## src/rtl/stfs_pkg.sv

```systemverilog
// ----------------------------------------------------------------------------
// stfs_pkg
// Shared types and constants for the slot table with free search.
// ----------------------------------------------------------------------------
package stfs_pkg;

  localparam int SLOTS_DEF        = 256;
  localparam int ELEMENT_BITS_DEF = 32;

  localparam logic [1:0] KIND_ADD    = 2'd0;
  localparam logic [1:0] KIND_SET    = 2'd1;
  localparam logic [1:0] KIND_REMOVE = 2'd2;
  localparam logic [1:0] KIND_READ   = 2'd3;

  typedef struct packed {
    logic [1:0]  kind;
    logic [7:0]  slot;
    logic [31:0] value;
  } item_t;

  typedef struct packed {
    logic [7:0]  slot_used;
    logic [31:0] read_value;
    logic        present;
    logic        full_res;
    logic [8:0]  occupied;
  } result_t;

  typedef enum logic [1:0] {
    ST_IDLE,
    ST_ACCESS,
    ST_SEARCH
  } state_t;

  typedef struct packed {
    logic load;
    logic step;
    logic commit_add;
    logic commit_access;
  } cmd_t;

  typedef struct packed {
    logic in_add;
    logic word_free;
    logic exhausted;
  } status_t;

endpackage

```

## src/rtl/stfs_ctrl.sv

```systemverilog
// ----------------------------------------------------------------------------
// stfs_ctrl
// Sequencer: accept, access or word scan, commit, result strobe.
// ----------------------------------------------------------------------------
module stfs_ctrl (
  input  logic              clk,
  input  logic              rst,
  input  logic              start,
  input  stfs_pkg::status_t status,
  output stfs_pkg::cmd_t    cmd,
  output logic              busy,
  output logic              done
);

  stfs_pkg::state_t state;
  stfs_pkg::state_t state_next;

  always_ff @(posedge clk) begin
    if (rst) begin
      state <= stfs_pkg::ST_IDLE;
      done  <= 1'b0;
    end else begin
      state <= state_next;
      done  <= cmd.commit_add | cmd.commit_access;
    end
  end

  always_comb begin
    state_next = state;
    unique case (state)
      stfs_pkg::ST_IDLE: begin
        if (start) begin
          state_next = status.in_add ? stfs_pkg::ST_SEARCH : stfs_pkg::ST_ACCESS;
        end
      end
      stfs_pkg::ST_ACCESS: begin
        state_next = stfs_pkg::ST_IDLE;
      end
      stfs_pkg::ST_SEARCH: begin
        if (status.word_free || status.exhausted) begin
          state_next = stfs_pkg::ST_IDLE;
        end
      end
      default: state_next = stfs_pkg::ST_IDLE;
    endcase
  end

  always_comb begin
    cmd  = '0;
    busy = 1'b1;
    unique case (state)
      stfs_pkg::ST_IDLE: begin
        busy     = 1'b0;
        cmd.load = start;
      end
      stfs_pkg::ST_ACCESS: begin
        cmd.commit_access = 1'b1;
      end
      stfs_pkg::ST_SEARCH: begin
        cmd.commit_add = status.word_free | status.exhausted;
        cmd.step       = ~(status.word_free | status.exhausted);
      end
      default: busy = 1'b1;
    endcase
  end

endmodule

```

## config.mk

```make
export PLATFORM = sky130hd
export DESIGN_NAME = stfs_ctrl
export DESIGN_NICKNAME = d
export VERILOG_FILES = /design/src/rtl/stfs_pkg.sv /design/src/rtl/stfs_ctrl.sv
export SDC_FILE = /design/constraint.sdc
export NUM_CORES = 1
export LEC_CHECK = 0
export ABC_AREA = 0
export BUFFER_PORTS_ARGS = -buffer_cell sky130_fd_sc_hd__buf_2
export CAP_MARGIN = 20
export CORE_AREA = 4 4 41 43
export CTS_BUF_LIST = sky130_fd_sc_hd__clkbuf_4 sky130_fd_sc_hd__clkbuf_8
export DETAILED_ROUTE_END_ITERATION = 8
export DIE_AREA = 0 0 45 47
export PLACE_DENSITY_LB_ADDON = 0.25
export SYNTH_ARGS = -nofsm -noshare
export SYNTH_HDL_FRONTEND = slang
export SYNTH_SLANG_ARGS = --single-unit
```

## constraint.sdc

```tcl
create_clock -name clk -period 2 [get_ports clk]
set_clock_uncertainty 0.1 [all_clocks]
set_input_delay 0.3 -clock clk [delete_from_list [all_inputs] [get_ports clk]]
set_output_delay 0.3 -clock clk [all_outputs]
set_load 0.005 [all_outputs]
```

==> impl_metrics.json <==
{
  "slew_violations": 0,
  "hold_end": "state[0]",
  "n_antenna_cell": 0,
  "synth_cells": 16,
  "die_w_um": 45,
  "reg2reg_from": "state[0]",
  "worstHoldPathType": "input port to flip-flop",
  "dieArea_um2": 2115,
  "relSlewSlack_pct": 86.59,
  "cp-start-kind": "flip-flop",
  "synthTopCellsByArea": "dfxtp_1 40%, a211oi_2 8.3%, nor4_2 8.3%",
  "status": "completed",
  "synth_warnings": 0,
  "cts_htree_levels": 1,
  "dp_worst_setup_slack_ps": 810.5,
  "setup_viol": 0,
  "ios": 12,
  "r2r_slack_ps": 1030,
  "drv_cap": 0,
  "cp_top_family": "simple AND/OR/NAND/NOR gates",
  "die_h_um": 47,
  "vias": 169,
  "initial_core_util_pct": 11.54,
  "worst_ir_drop_vdd_v": 0.0003023,
  "crit_path_max_fanout": 4,
  "p_leak_uw": 0.0001327,
  "route.detailed.drc": 0,
  "worstSetupStartpoint": "state[0]",
  "synthDistinctLibCells": 13,
  "slowest_delay_ps": 330,
  "synth.top_cell.area_share_pct": 40.00,
  "crit_path_top_delay_cell": "dfxtp_1",
  "gp_congestion": 0.6647,
  "numCtsBuffers": 3,
  "power.density_nw_per_um2": 853.9,
  "track_usage_pct": 5.841,
  "min_from": "status[2]",
  "synth.cell_area_um2": 150.1,
  "coreArea_um2": 1301,
  "criticalPathCategory": "flip-flop to primary output",
  "fin_ws_ps": 576.3,
  "drtPass1Iterations": 3,
  "post_cts_resize_count": 0,
  "layout-drive-gt1-share_pct": 61.29,
  "grt_antenna_before_repair": 0,
  "crit_path_cell_trace": "or2_4 > nor2_1 > buf_2",
  "syn_to_final_growth_pct": 69.17,
  "final_util_pct": 19.52,
  "cts.sinks": 3,
  "r2r_cells": 3,
  "fin_crit_sh_pct": 71.19,
  "synth_fp_nets": 22,
  "grt_max_degree": 6,
  "postCtsHoldBufs": 0,
  "required_ps": 1600,
  "portBuffers": 11,
  "grt_setup_unrepaired": "no",
  "grt_pass1_vias": 187,
  "fin_crit_ps": 1424,
  "dr.first_iter.drc_count": 9,
  "holdPathStages": 2,
  "clk_latency_ps": 240,
  "row_count": 13,
  "setup_tns_ps": 0,
  "synth-seq-cells": 3,
  "cp-end-kind": "primary output",
  "dp_hpwl_um": 346,
  "avgSynthCellArea_um2": 9.384,
  "layout_commonest_cell": "buf_2",
  "finalHoldViolCount": 0,
  "post-cts-setup-buffers": 0,
  "routedWlPerCell_um": 9.435,
  "cts_tree": "yes",
  "worstMarginPinSlew_ps": 200.4,
  "antenna_left": 0,
  "gr-total-overflow": 0,
  "yosysTopAreaCell": "dfxtp_1",
  "grt_pass1_wl_um": 752,
  "fmax_mhz": 702.4,
  "synth-seq-area-share_pct": 40.00,
  "final_nets": 38,
  "cp_data_arrival_time_ps": 1020,
  "vias_per_cell": 3.674,
  "cts_root_buf": "clkbuf_4",
  "drt_wl_total_um": 434,
  "final_cell_mix": "11 x buf_2, 4 x clkbuf_4, 3 x dfxtp_1",
  "cp_num_buf_inv": 1,
  "r2r-end": "done",
  "ctsLongestPathBuffers": 2,
  "clk_pin_slew_worst_paths_ps": 40
}
[kinds of logic (layout without fill, tap and decap cells)]
logic type	count (synthesis)	in the layout	share of synthesized area (%)
and+or+nand+nor	10	10	42.51
buffers and inverters	1	16	2.498
AOI/OAI and AO/OA	2	2	15.00
DFF	3	3	40.00
[through the flow]
step / instance area (um^2) / hold WS, ps / std cells / power, uW
floorplan: 150.1 / 264.6 / 16 / 78.69
global placement: 224.0 / 342.9 / 42 / 92.02
detailed placement: 224.0 / 373.3 / 42 / 93.01
CTS: 254.0 / 141.4 / 46 / 220.9
global route: 254.0 / 148.7 / 46 / 230.6
finish: 254.0 / 150.6 / 46 / 216.9
[registers in the layout, indices dropped and copies added (netlist names)]
register  cells
done          1
state         2
[per-layer routing]
metal  part of all wire, %  routed length, um  up-vias  global-route usage [%]
li1                      -                  -       85                       -
met1                    51                223       68                   5.896
met2                    30                130       14                   6.497
met3                    17                 74        2                   6.130
met4                   1.2                  5        0                   5.263
met5                     0                  0        -                       0
[layout make-up]
cell class | instances | area (um^2)
Fill cell | 161 | 1047
Multi-Input combinational cell | 12 | 86.33
Sequential cell | 3 | 60.06
Timing Repair Buffer | 11 | 55.05
Clock buffer | 4 | 30.03
Tap cell | 15 | 18.77
Inverter | 1 | 3.754
[synthesized netlist by cell type, drive strengths merged]
master	number
o21ba	1
nor3	1
nand2b	1
or2	1
a211oi	1
nor2b	1
dfxtp	3
inv	1
nand3b	1
nand2	1
nor2	3
nor4	1
[power breakdown]
part / total [uW] / internal (uW) / switching, uW
logic: 26.8 / 14.4 / 12.4
clock network: 125 / 88.6 / 36.4
registers: 65.1 / 62.9 / 2.15
total: 217 / 166 / 51.0
[worst max path at each step]
stage	endpoint	slack, ps	depth (start not counted)
final	cmd[3]	580	3
after global routing	cmd[2]	470	3
after CTS	cmd[3]	570	3
after detailed placement	cmd[1]	810	4
after global placement	cmd[1]	840	4
after floorplan	cmd[3]	920	2
Note: power is estimated with default switching activity, not from simulation.
