### src/rtl/stfs_pkg.sv
// ----------------------------------------------------------------------------
// stfs_pkg
// Shared types and constants for the slot table with free search.
// ----------------------------------------------------------------------------
package stfs_pkg;

  localparam int SLOTS_DEF        = 256;
  localparam int ELEMENT_BITS_DEF = 32;

  localparam logic [1:0] KIND_ADD    = 2'd0;
  localparam logic [1:0] KIND_SET    = 2'd1;
  localparam logic [1:0] KIND_REMOVE = 2'd2;
  localparam logic [1:0] KIND_READ   = 2'd3;

  typedef struct packed {
    logic [1:0]  kind;
    logic [7:0]  slot;
    logic [31:0] value;
  } item_t;

  typedef struct packed {
    logic [7:0]  slot_used;
    logic [31:0] read_value;
    logic        present;
    logic        full_res;
    logic [8:0]  occupied;
  } result_t;

  typedef enum logic [1:0] {
    ST_IDLE,
    ST_ACCESS,
    ST_SEARCH
  } state_t;

  typedef struct packed {
    logic load;
    logic step;
    logic commit_add;
    logic commit_access;
  } cmd_t;

  typedef struct packed {
    logic in_add;
    logic word_free;
    logic exhausted;
  } status_t;

endpackage

### src/rtl/stfs_datapath.sv
// ----------------------------------------------------------------------------
// stfs_datapath
// Valid bitmap, hint, count, word-at-a-time free scan and result register.
// ----------------------------------------------------------------------------
module stfs_datapath #(
  parameter int SLOTS        = stfs_pkg::SLOTS_DEF,
  parameter int ELEMENT_BITS = stfs_pkg::ELEMENT_BITS_DEF
) (
  input  logic                     clk,
  input  logic                     rst,
  input  stfs_pkg::item_t          item,
  input  stfs_pkg::cmd_t           cmd,
  output stfs_pkg::status_t        status,
  output stfs_pkg::result_t        result,
  output logic                     ram_we,
  output logic [$clog2(SLOTS)-1:0] ram_waddr,
  output logic [ELEMENT_BITS-1:0]  ram_wdata,
  output logic                     ram_re,
  output logic [$clog2(SLOTS)-1:0] ram_raddr,
  input  logic [ELEMENT_BITS-1:0]  ram_rdata
);

  localparam int AW     = $clog2(SLOTS);
  localparam int CW     = $clog2(SLOTS + 1);
  localparam int LOG_W  = (AW < 5) ? AW : 5;
  localparam int W      = 1 << LOG_W;
  localparam int NW     = (SLOTS + W - 1) / W;
  localparam int PADDED = NW * W;
  localparam int WIX    = (NW > 1) ? $clog2(NW) : 1;
  localparam int WIW    = $clog2(NW + 1);
  localparam int XW     = AW + 9;

  localparam logic [WIW-1:0]    NW_C     = WIW'(NW);
  localparam logic [CW-1:0]     SLOTS_CW = CW'(SLOTS);
  localparam logic [XW-1:0]     SLOTS_X  = XW'(SLOTS);
  localparam logic [PADDED-1:0] PAD_ONES = ~({PADDED{1'b1}} >> (PADDED - SLOTS));

  stfs_pkg::item_t   it;
  stfs_pkg::result_t res_next;

  logic [SLOTS-1:0] valid;
  logic [CW-1:0]    hint;
  logic [CW-1:0]    hint_next;
  logic [CW-1:0]    count;
  logic [CW-1:0]    count_next;
  logic [WIW-1:0]   widx;
  logic [WIW-1:0]   hint_word;

  logic [AW+7:0]    in_ext;
  logic [AW+7:0]    it_ext;
  logic [AW-1:0]    it_idx;
  logic             it_inside;
  logic             vbit;
  logic [ELEMENT_BITS-1:0] value_m;

  logic [PADDED-1:0] valid_pad;
  logic [WIX-1:0]    word_sel;
  logic [W-1:0]      word;
  logic [LOG_W-1:0]  lo_free;
  logic              has_free;
  logic [WIX+LOG_W-1:0] pos_w;
  logic [AW-1:0]     pos;
  logic              exhausted;

  logic              v_we;
  logic [AW-1:0]     v_idx;
  logic              v_val;

  assign in_ext    = {{AW{1'b0}}, item.slot};
  assign it_ext    = {{AW{1'b0}}, it.slot};
  assign it_idx    = it_ext[AW-1:0];
  assign it_inside = {1'b0, it_ext} < SLOTS_X;
  assign vbit      = valid[it_idx];
  assign value_m   = ELEMENT_BITS'(it.value);
  assign hint_word = WIW'(hint >> LOG_W);

  assign valid_pad = PADDED'(valid) | PAD_ONES;
  assign word_sel  = widx[WIX-1:0];
  assign word      = valid_pad[word_sel*W +: W];
  assign exhausted = (widx == NW_C);

  always_comb begin
    lo_free  = '0;
    has_free = 1'b0;
    for (int i = W - 1; i >= 0; i--) begin
      if (!word[i]) begin
        lo_free  = LOG_W'(i);
        has_free = 1'b1;
      end
    end
  end

  assign pos_w = {word_sel, lo_free};
  assign pos   = pos_w[AW-1:0];

  assign status.in_add    = (item.kind == stfs_pkg::KIND_ADD);
  assign status.word_free = has_free & ~exhausted;
  assign status.exhausted = exhausted;

  assign ram_re    = cmd.load;
  assign ram_raddr = in_ext[AW-1:0];
  assign ram_wdata = value_m;

  always_comb begin
    count_next          = count;
    hint_next           = hint;
    v_we                = 1'b0;
    v_idx               = it_idx;
    v_val               = 1'b0;
    ram_we              = 1'b0;
    ram_waddr           = it_idx;
    res_next.slot_used  = it.slot;
    res_next.read_value = '0;
    res_next.present    = 1'b0;
    res_next.full_res   = 1'b0;
    if (cmd.commit_add) begin
      if (exhausted) begin
        res_next.slot_used = '0;
        res_next.full_res  = 1'b1;
        hint_next          = SLOTS_CW;
      end else begin
        v_we                = 1'b1;
        v_idx               = pos;
        v_val               = 1'b1;
        ram_we              = 1'b1;
        ram_waddr           = pos;
        count_next          = count + 1'b1;
        hint_next           = CW'(pos) + 1'b1;
        res_next.slot_used  = 8'(pos);
        res_next.read_value = 32'(value_m);
      end
    end else if (cmd.commit_access) begin
      unique case (it.kind)
        stfs_pkg::KIND_SET: begin
          if (it_inside) begin
            res_next.present    = vbit;
            res_next.read_value = 32'(value_m);
            v_we                = 1'b1;
            v_val               = 1'b1;
            ram_we              = 1'b1;
            if (!vbit) begin
              count_next = count + 1'b1;
            end
          end
        end
        stfs_pkg::KIND_REMOVE: begin
          if (it_inside) begin
            res_next.present = vbit;
            v_we             = 1'b1;
            if (vbit) begin
              res_next.read_value = 32'(ram_rdata);
              count_next          = count - 1'b1;
            end
            if ({1'b0, it_ext} < XW'(hint)) begin
              hint_next = CW'(it_idx);
            end
          end
        end
        stfs_pkg::KIND_READ: begin
          if (it_inside && vbit) begin
            res_next.present    = 1'b1;
            res_next.read_value = 32'(ram_rdata);
          end else begin
            res_next.read_value = 32'(value_m);
          end
        end
        default: begin
          res_next.slot_used = it.slot;
        end
      endcase
    end
    res_next.occupied = 9'(count_next);
  end

  always_ff @(posedge clk) begin
    if (rst) begin
      valid <= '0;
      hint  <= '0;
      count <= '0;
      widx  <= '0;
    end else begin
      if (cmd.load) begin
        widx <= hint_word;
      end else if (cmd.step) begin
        widx <= widx + 1'b1;
      end
      if (v_we) begin
        valid[v_idx] <= v_val;
      end
      hint  <= hint_next;
      count <= count_next;
    end
  end

  always_ff @(posedge clk) begin
    if (cmd.load) begin
      it <= item;
    end
    if (cmd.commit_add || cmd.commit_access) begin
      result <= res_next;
    end
  end

endmodule

### config.mk
export PLATFORM = sky130hd
export DESIGN_NAME = stfs_datapath
export DESIGN_NICKNAME = d
export VERILOG_FILES = /design/src/rtl/stfs_pkg.sv /design/src/rtl/stfs_datapath.sv
export SDC_FILE = /design/constraint.sdc
export NUM_CORES = 1
export LEC_CHECK = 0
export CAP_MARGIN = 10
export CORE_MARGIN = 2
export CORE_UTILIZATION = 30
export CTS_CLUSTER_SIZE = 8
export DETAILED_ROUTE_END_ITERATION = 8
export DONT_BUFFER_PORTS = 1
export PLACE_DENSITY = 0.47
export RECOVER_POWER = 100
export SLEW_MARGIN = 10
export SYNTH_ARGS = -nofsm -noshare
export SYNTH_HDL_FRONTEND = slang
export SYNTH_SLANG_ARGS = --single-unit
export TNS_END_PERCENT = 50
### constraint.sdc
create_clock -name clk -period 4.8 [get_ports clk]
set_clock_uncertainty 0.05 [all_clocks]
set_input_delay 0.48 -clock clk [delete_from_list [all_inputs] [get_ports clk]]
set_output_delay 0.48 -clock clk [all_outputs]
set_load 0.02 [all_outputs]
==> results of run 1 <==
[path summary, 6_finish.rpt]
check                                   to  cells after the start        from  slack (ns)
worst min-delay path             result[1]                      1      cmd[1]        0.04
worst min register to register  valid[138]                      2  valid[138]        0.43
worst max register to register  result[20]                     11   it_idx[0]        0.25
worst max-delay path            result[20]                     11   it_idx[0]        0.25
[per-layer routing]
| metal | wire (um) | track usage [%] | up-vias |
|---|---|---|---|
| met5 | 0 | 0 | - |
| met2 | 35120 | 31.30 | 778 |
| li1 | - | - | 8043 |
| met4 | 2297 | 6.608 | 0 |
| met3 | 5374 | 3.788 | 138 |
| met1 | 32830 | 26.33 | 8968 |
[cells by family (layout without fill, tap and decap cells)]
group	Yosys count	after routing	share of synthesized area (%)
AND/OR/NAND/NOR	599	599	13.48
buffers and inverters	288	228	6.998
AO/OA/AOI/OAI	586	586	19.24
multiplexers	287	287	20.79
flip-flops	371	371	38.04
adder cells (fa/ha/maj)	15	15	0.8542
XOR/XNOR	15	15	0.5979
[power by group through the flow]
stage	clock network, W	registers, W	logic [W]
floorplan	0	0.00347	0.000687
global placement	0	0.00357	0.000792
detailed placement	0	0.00357	0.000800
CTS	0.00354	0.00350	0.000865
global route	0.00365	0.00352	0.000916
finish	0.00343	0.00351	0.000856
[flip-flops by register name, indices dropped and copies added, names as in the netlist]
name       flops
valid        256
hint           9
result        51
count          9
it             2
it_idx         8
widx           4
ram_wdata     32
[stage by stage]
step	utilization, %	cells	setup WS (ns)	instance area [um^2]	hold slack [ns]
floorplan	-	2161	1.202	21970	0.3951
global placement	31.05	2938	0.5293	22580	0.4128
detailed placement	31.05	2938	0.4851	22580	0.4194
CTS	33.73	3060	0.2946	24530	0.003834
global route	33.52	3060	0.06348	24370	0.01406
finish	33.52	3060	0.2530	24370	0.04389
[worst max-delay path, delay by kind of cell, from the launching register on]
kind                   cells  cell delay (ns)
AO/OA/AOI/OAI              5             1.14
buffers and inverters      2             0.74
flip-flops                 1             0.46
multiplexers               3             1.76
AND/OR/NAND/NOR            1             0.07
[Yosys cell counts (40+ instances only)]
| cell | count | area (um^2) |
|---|---|---|
| a211oi_1 | 84 | 630.6 |
| mux4_2 | 131 | 2950 |
| edfxtp_1 | 93 | 2793 |
| nand2_1 | 305 | 1145 |
| o211ai_1 | 63 | 473.0 |
| buf_4 | 56 | 420.4 |
| a21oi_1 | 132 | 660.6 |
| nand3_1 | 103 | 515.5 |
| buf_2 | 48 | 240.2 |
| mux2i_1 | 120 | 1201 |
| o21ai_0 | 48 | 240.2 |
| nor2_1 | 40 | 150.1 |
| o31ai_1 | 62 | 465.5 |
| dfxtp_1 | 278 | 5565 |
| clkbuf_1 | 120 | 450.4 |
[cell usage in the layout (no fill, tap or decap), drive strengths merged, types with 37 or more instances in the layout]
cell         instances
o21ai               52
dfxtp              278
and2                47
clkbuf              88
a211oi              97
nand3              106
a21oi              140
buf                 59
o31ai               62
dlygate4sd3         44
o211ai              63
nand2              309
nor2                42
mux4               131
inv                 37
edfxtp              93
mux2i              121
[timing repair]
action | in CTS | in global routing
hold buffers | 46 | 0
resized for setup | 0 | 0
hold endpoints to repair | 195 | 0
[cell type report]
cell class / instances / area (um^2)
inverter: 35 / 146.4
tap: 959 / 1200
clock inverter: 2 / 40.04
timing repair buffer: 117 / 1125
sequential: 371 / 8367
clock buffer: 74 / 1415
fill: 7290 / 48340
multi-input combinational: 1502 / 12080
==> reports/metrics.cfg, run 1 <==
[power]
seq_power_share_pct=45.0
vdd_drop_max_v=0.0003249
power_frac_comb_pct=11.0
total_power_w=0.007797
clock_power_share_pct=44.0
p_leak_nw=8.391
p_per_area_nw_per_um2=319.9
p_int_w=0.005605
swShare_pct=28.12
switchingPower_w=0.002192

[clock_tree]
cts_root_buf=clkbuf_16
clkTransAtPathRegs_ns=0.05
cts_max_level=2
clock-sinks=371
cts_tree=yes
cts_setup_buffers=0
clock_path_buffers=3
cts_buffers=52
clkLatencyLatePin_ns=0.61

[timing]
hold_violations=0
tightest_slew_ns=3.230
grt_setup_unrepaired=no
setup_viol=0
period_share_pct=94.73
slew_viol_final=94
slew_headroom_pct=-115.3
fmax_mhz=219.9
period_minus_slack_ns=4.547
setup_tns_ns=0

[drt]
drt_wl_total_mm=75.62
post_drt_wl_per_cell_um=24.71
ant_nets=0
drc=0
firstDrtPassIters=6
vias=17930
avgViaCountPerCell=5.858
detail_route.iter0.violations=1596

[global_routing]
grt_usage_pct=19.53
grt_pass1_wl_mm=113.1
antenna_found_initial=0
overflow=0
grt_max_degree=110
grt_pass1_vias=17380

[floorplan]
die-area_um2=75420
die_h_um=274.6
die_x_um=274.6
core_area_um2=72710
ios=184
initial_core_util_pct=30.22
num_rows=99

[status]
violations=max-capacitance violations, max-slew violations
status=finished, violations left

[flow_run]
drv_cap=2

[setup_path]
worstSetupEndpointType=register
crit_path_cell_trace=buf_12 -> mux4_2 -> a22oi_1 -> nand2_1 -> a22oi_1 -> o221ai_1 -> mux4_4 -> clkbuf_4 -> mux2_2 -> a21oi_1 -> o21ai_0
cp-start-kind=register
slowest_stage=mux4_4
crit_type=register to register
required_ns=5.08
crit_top_cell=a22oi_1
worstPathArrival_ns=4.83
slowest_delay_ns=0.84
cp_max_fo=40

[placement]
place.gp.congestion=0.8703
hpwl_mm=48.00
io_buffers=0

[yosys]
synth_edf_count=93
syn_area_um2=21970
synth-async-reset-ratio_pct=0
synth_cell_type_count=92
avgSynthCellArea_um2=10.17
ys_seq_area_share_pct=38.04
synth_nets=2256
yosys_warnings=0
synthFlopType=dfxtp_1
ys_seq_elements=371
syn_inst=2161

[hold_path]
min_path_type=input pin to register

[layout]
n_antenna_cell=0
drive_gt1_share_pct=17.37
fin_nets=2174
syn2layout_area_growth_pct=10.91

(Power assumes the default switching activity.)
==> inputs of run 2 (changes only) <==
REMOVE_ABC_BUFFERS = 1   (was default)
==> reports/metrics.cfg, run 2 (same netlist as run 1, synthesis figures left out) <==
[layout]
multi_input_area_um2=12230  ; +1.3%
largest_register=valid
seq_area_um2=8367  ; unchanged
final_cells=3081  ; +0.69%
largest_reg_flops=256  ; unchanged
fin_nets=2193  ; +0.87%
n_fill_cell=7249  ; -0.56%
drive_gt1_share_pct=18.94  ; +1.6 points
n_antenna_cell=0  ; unchanged
syn2layout_area_growth_pct=12.52
final_cell_mix=nand2_1 (304), dfxtp_1 (275), mux4_2 (132)
layout_commonest_cell=nand2_1

[clock_tree]
clock_path_buffers=3  ; unchanged
cts_root_buf=clkbuf_16
cts_buffers=53  ; +1.9%
clkTransAtPathRegs_ns=0.05  ; about the same
clock-sinks=371  ; unchanged
clkLatencyLatePin_ns=0.62  ; about the same
cts_max_level=2  ; unchanged
cts_tree=yes

[power]
total_power_w=0.007912  ; +1.5%
p_per_area_nw_per_um2=320.0  ; about the same
clock_power_share_pct=44.3  ; +0.3 points
p_int_w=0.005673  ; +1.2%
swShare_pct=28.29  ; +0.18 points
p_leak_nw=8.570  ; +2.1%
power_frac_comb_pct=11.3  ; +0.3 points
switchingPower_w=0.002238  ; +2.1%
seq_power_share_pct=44.4  ; -0.6 points
vdd_drop_max_v=0.0002795  ; -14%

[setup_path]
cp-endpoint=valid[46]
regToRegStartpoint=widx[1]
crit_type=register to register
cp-start-kind=register
worstPathArrival_ns=5.01  ; +0.18 ns
reg2reg_depth=13  ; +2
rrSetupSlack_ns=0.24  ; about the same
cp_max_fo=39  ; -2.5%
required_ns=5.25  ; +0.17 ns
worstSetupEndpointType=register
timing.rr.end=valid[46]
startpoint=widx[1]

[floorplan]
initial_core_util_pct=30.22  ; unchanged
ios=184  ; unchanged
core_area_um2=72710  ; unchanged
die_x_um=274.6  ; unchanged
die-area_um2=75420  ; unchanged
die_h_um=274.6  ; unchanged
num_rows=99  ; unchanged

[drt]
vias=18220  ; +1.6%
firstDrtPassIters=7  ; +1
avgViaCountPerCell=5.913  ; +0.94%
post_drt_wl_per_cell_um=25.83  ; +4.5%
drt_wl_total_mm=79.59  ; +5.3%
drc=0  ; unchanged
detail_route.iter0.violations=1695  ; +6.2%
ant_nets=0  ; unchanged

[timing]
period_share_pct=94.96  ; +0.23 points
setup_viol=0  ; unchanged
fmax_mhz=219.4  ; -0.24%
period_minus_slack_ns=4.558  ; +0.01099 ns
tightest_slew_ns=3.193  ; -0.03720 ns
hold_violations=0  ; unchanged
slew_headroom_pct=-112.9  ; +2.5 points
slew_viol_final=96  ; +2.1%
grt_setup_unrepaired=no

[global_routing]
grt_pass1_vias=17230  ; -0.88%
grt_usage_pct=20.14  ; +0.61 points
grt_max_degree=161  ; +46%
overflow=0  ; unchanged
antenna_found_initial=2  ; +2
grt_pass1_wl_mm=116.1  ; +2.6%

[placement]
hpwl_mm=50.22  ; +4.6%
dp_cells=2950  ; +0.41%
place.gp.congestion=0.8635  ; -0.78%
io_buffers=0  ; unchanged

[hold_path]
min_from=cmd[1]
hold_depth=2  ; +1
min_path_type=input pin to register

[status]
violations=max-capacitance violations, max-slew violations
status=finished, violations left

[flow_run]
drv_cap=2  ; unchanged

==> run 2: cell types whose count changed in the layout (fill, tap and decap cells not counted), moves of 4 or more <==
cell      previous run  this run
and2_0              26         1
and2_1              13        35
buf_4               46        60
a21oi_1            135       130
a21oi_2              4         9
clkbuf_2             6         2
o221ai_1             5         1
o221ai_2             0         4
==> run 2: stage by stage <==
| stage | setup WS, ns | cell area (um^2) | hold WS (ns) | setup TNS (ns) | util [%] |
|---|---|---|---|---|---|
| after global placement | 0.3541 | 22670 | 0.4068 | 0 | 31.17 |
| after CTS | 0.08214 | 24670 | 0.0005194 | 0 | 33.93 |
| after floorplan | -5.215 | 20580 | 0.3951 | -946.35 | - |
| after global routing | 0.007105 | 24720 | 0.007095 | 0 | 34.00 |
| final | 0.2420 | 24720 | 0.02935 | 0 | 34.00 |
| after detailed placement | 0.3086 | 22670 | 0.4169 | 0 | 31.17 |
==> run 2: timing repair <==
item / 4_1_cts / 5_1_grt
endpoints found under the setup margin: 0 / 2
buffers inserted: 0 / 3
endpoints found under the hold margin: 188 / 0
hold buffers: 47 / 0
gates resized for setup: 0 / 10
==> run 2: worst min path at each step <==
stage,end,slack [ns]
after floorplan,valid[127],0.40
after global placement,valid[136],0.41
after detailed placement,valid[136],0.42
after CTS,hint[1],0.0005
after global routing,hint[1],0.007
final,hint[1],0.03
==> run 2: power by group through the flow <==
stage          clock, W  combinational [W]  sequential (W)
3_3_place_gp          0           0.000802         0.00357
6_report        0.00351           0.000896         0.00351
5_1_grt         0.00371           0.000955         0.00352
2_1_floorplan         0           0.000454         0.00357
4_1_cts         0.00358           0.000885         0.00351
3_5_place_dp          0           0.000813         0.00357
==> run 2: cell type report <==
cell class | instances | area share (%)
tap | 959 | 4.853
timing repair buffer | 133 | 5.207
inverter | 35 | 0.5921
multi-input combinational | 1504 | 49.46
sequential | 371 | 33.84
clock inverter | 3 | 0.1670
clock buffer | 76 | 5.881
==> run 2: metal layers <==
| metal | vias up | GRT usage, % | share of wire [%] |
|---|---|---|---|
| li1 | 8089 | - | - |
| met1 | 9186 | 26.91 | 43 |
| met5 | - | 0 | 0 |
| met4 | 0 | 6.121 | 2.8 |
| met3 | 126 | 4.879 | 9.1 |
| met2 | 818 | 32.12 | 45 |
==> run 2: worst max-delay path, cell delays in order, from the launching register on <==
cell      delay [ns]
dfxtp_4         0.76
inv_1           0.28
ha_1            0.29
nand3_2         0.21
inv_1           0.10
nor2_1          0.51
nand2_1         0.23
and2_0          0.25
inv_1           0.27
nand2_1         0.28
nor3_4          0.58
and2_1          0.31
a21oi_1         0.09
a211oi_1        0.24
==> inputs of run 3 (changes only) <==
CORE_MARGIN = default   (was 2)
==> reports/metrics.cfg, run 3 (same netlist as run 1, synthesis figures left out) <==
[status]
status=finished, violations left
violations=max-capacitance violations, max-slew violations

[power]
vdd_drop_max_v=0.0002310  ; -17%
swShare_pct=28.69  ; +0.40 points
switchingPower_w=0.002250  ; +0.53%
clock_power_share_pct=43.8  ; -0.5 points
p_int_w=0.005593  ; -1.4%
seq_power_share_pct=44.7  ; +0.3 points
power_frac_comb_pct=11.5  ; +0.2 points
p_leak_nw=8.415  ; -1.8%
p_per_area_nw_per_um2=320.1  ; about the same

[drt]
drc=0  ; unchanged
post_drt_wl_per_cell_um=25.72  ; -0.45%
vias=18060  ; -0.88%
avgViaCountPerCell=5.903  ; -0.17%
detail_route.iter0.violations=1611  ; -5.0%
drt_wl_total_mm=78.67  ; -1.2%
firstDrtPassIters=5  ; -2
ant_nets=0  ; unchanged

[floorplan]
initial_core_util_pct=30.53  ; +0.31 points
num_rows=98  ; -1.0%
die_h_um=272.6  ; -0.73%
die_x_um=272.6  ; -0.73%
die-area_um2=74330  ; -1.5%
core_area_um2=71980  ; -1.0%
ios=184  ; unchanged

[layout]
final_cell_mix=nand2_1 (306), dfxtp_1 (275), a21oi_1 (130), mux4_2 (130), mux2i_1 (120)
n_antenna_cell=0  ; unchanged
fin_util_pct=34.04  ; +0.034 points
layout_commonest_cell=nand2_1
final_area_um2=24500  ; -0.91%
fin_nets=2181  ; -0.55%
syn2layout_area_growth_pct=11.50
largest_register=valid
largest_reg_flops=256  ; unchanged
final_cells=3059  ; -0.71%
drive_gt1_share_pct=17.50  ; -1.4 points

[placement]
dpl_cell_area_um2=22670  ; about the same
dp_worst_setup_slack_ns=0.1090  ; -0.1996 ns
io_buffers=0  ; unchanged
dp_cells=2934  ; -0.54%
place.gp.congestion=0.8506  ; -1.5%
hpwl_mm=50.75  ; +1.1%

[setup_path]
required_ns=4.27  ; -0.98 ns
cp-start-kind=register
worstPathArrival_ns=4.09  ; -0.92 ns
crit_type=register to primary output
cp_max_fo=16  ; -59%
worstSetupEndpointType=primary output

[clock_tree]
clkTransAtPathRegs_ns=0.06  ; about the same
clock-sinks=371  ; unchanged
clock_path_buffers=3  ; unchanged
cts_root_buf=clkbuf_16
cts_tree=yes
clkLatencyLatePin_ns=0.63  ; about the same
cts_max_level=2  ; unchanged
cts_buffers=52  ; -1.9%

[global_routing]
grtUsageMet2_pct=33.85  ; +1.7 points
grt_max_degree=109  ; -32%
antenna_found_initial=2  ; unchanged
overflow=0  ; unchanged
grt.met3_usage_pct=4.209  ; -0.67 points
grt_usage_pct=20.73  ; +0.59 points
use_met1_pct=27.54  ; +0.63 points
grt_pass1_wl_mm=118.4  ; +2.0%
top_usage_layer=met2
grt_pass1_vias=17770  ; +3.1%

[timing]
period_share_pct=96.19  ; +1.2 points
tightest_slew_ns=3.337  ; +0.1439 ns
setup_viol=0  ; unchanged
grt_setup_unrepaired=no
worst_slack_ns=0.1830  ; -0.05907 ns
fmax_mhz=216.6  ; -1.3%
hold_violations=0  ; unchanged
slew_headroom_pct=-122.5  ; -9.6 points
slew_viol_final=101  ; +5.2%
period_minus_slack_ns=4.617  ; +0.05907 ns

[hold_path]
min_path_type=input pin to register

[flow_run]
drv_cap=2  ; unchanged

run 3: through the flow:
| stage | setup TNS [ns] | hold WS (ns) | power, W |
|---|---|---|---|
| 2_1_floorplan | -946.35 | 0.3951 | 0.004022 |
| 3_3_place_gp | 0 | 0.4068 | 0.004385 |
| 3_5_place_dp | 0 | 0.4160 | 0.004398 |
| 4_1_cts | 0 | 0.006641 | 0.007930 |
| 6_report | 0 | 0.03821 | 0.007843 |
| 5_1_grt | 0 | 0.02516 | 0.008109 |
run 3: power groups by stage:
stage               Sequential [W]  Combinational, W  Clock [W]
floorplan                  0.00357          0.000454          0
global placement           0.00357          0.000814          0
detailed placement         0.00357          0.000825          0
CTS                        0.00350          0.000903    0.00352
global route               0.00351          0.000959    0.00364
finish                     0.00350          0.000900    0.00344
run 3: final timing paths:
path | from | endpoint | slack [ns] | cells past startpoint
min | cmd[1] | result[1] | 0.04 | 1
max reg2reg | widx[0] | valid[114] | 0.20 | 13
max | widx[0] | ram_waddr[1] | 0.18 | 10
min reg2reg | valid[129] | valid[129] | 0.42 | 2
run 3: routing by layer:
metal,vias to the layer above,wire [um]
met5,-,8
met3,126,5689
met4,2,1976
li1,8057,-
met2,743,36650
met1,9130,34340
run 3: worst max-delay path, cell delays in order, from the launching register on:
cell and delay, ns:
dfxtp_4 0.62, mux4_2 0.58, and3_1 0.22, a211oi_1 0.36
o311ai_0 0.29, buf_4 0.22, a211oi_1 0.34, buf_4 0.20
nor2_1 0.11, a21oi_2 0.32, buf_4 0.21
run 3: final cells by class:
type                       count  area [um^2]
tap                          950         1189
timing repair buffer         124         1272
sequential                   371         8369
fill                        7214        47480
multi-input combinational   1502        12080
clock inverter                 3        47.55
clock buffer                  74         1394
inverter                      35        146.4
run 3: repair_timing:
item	4_1_cts	5_1_grt
setup endpoints to repair	1	2
pin swaps	0	0
buffers inserted	1	1
resized for setup	1	1
gates cloned	0	0
hold buffers	46	0
hold endpoints to repair	195	0
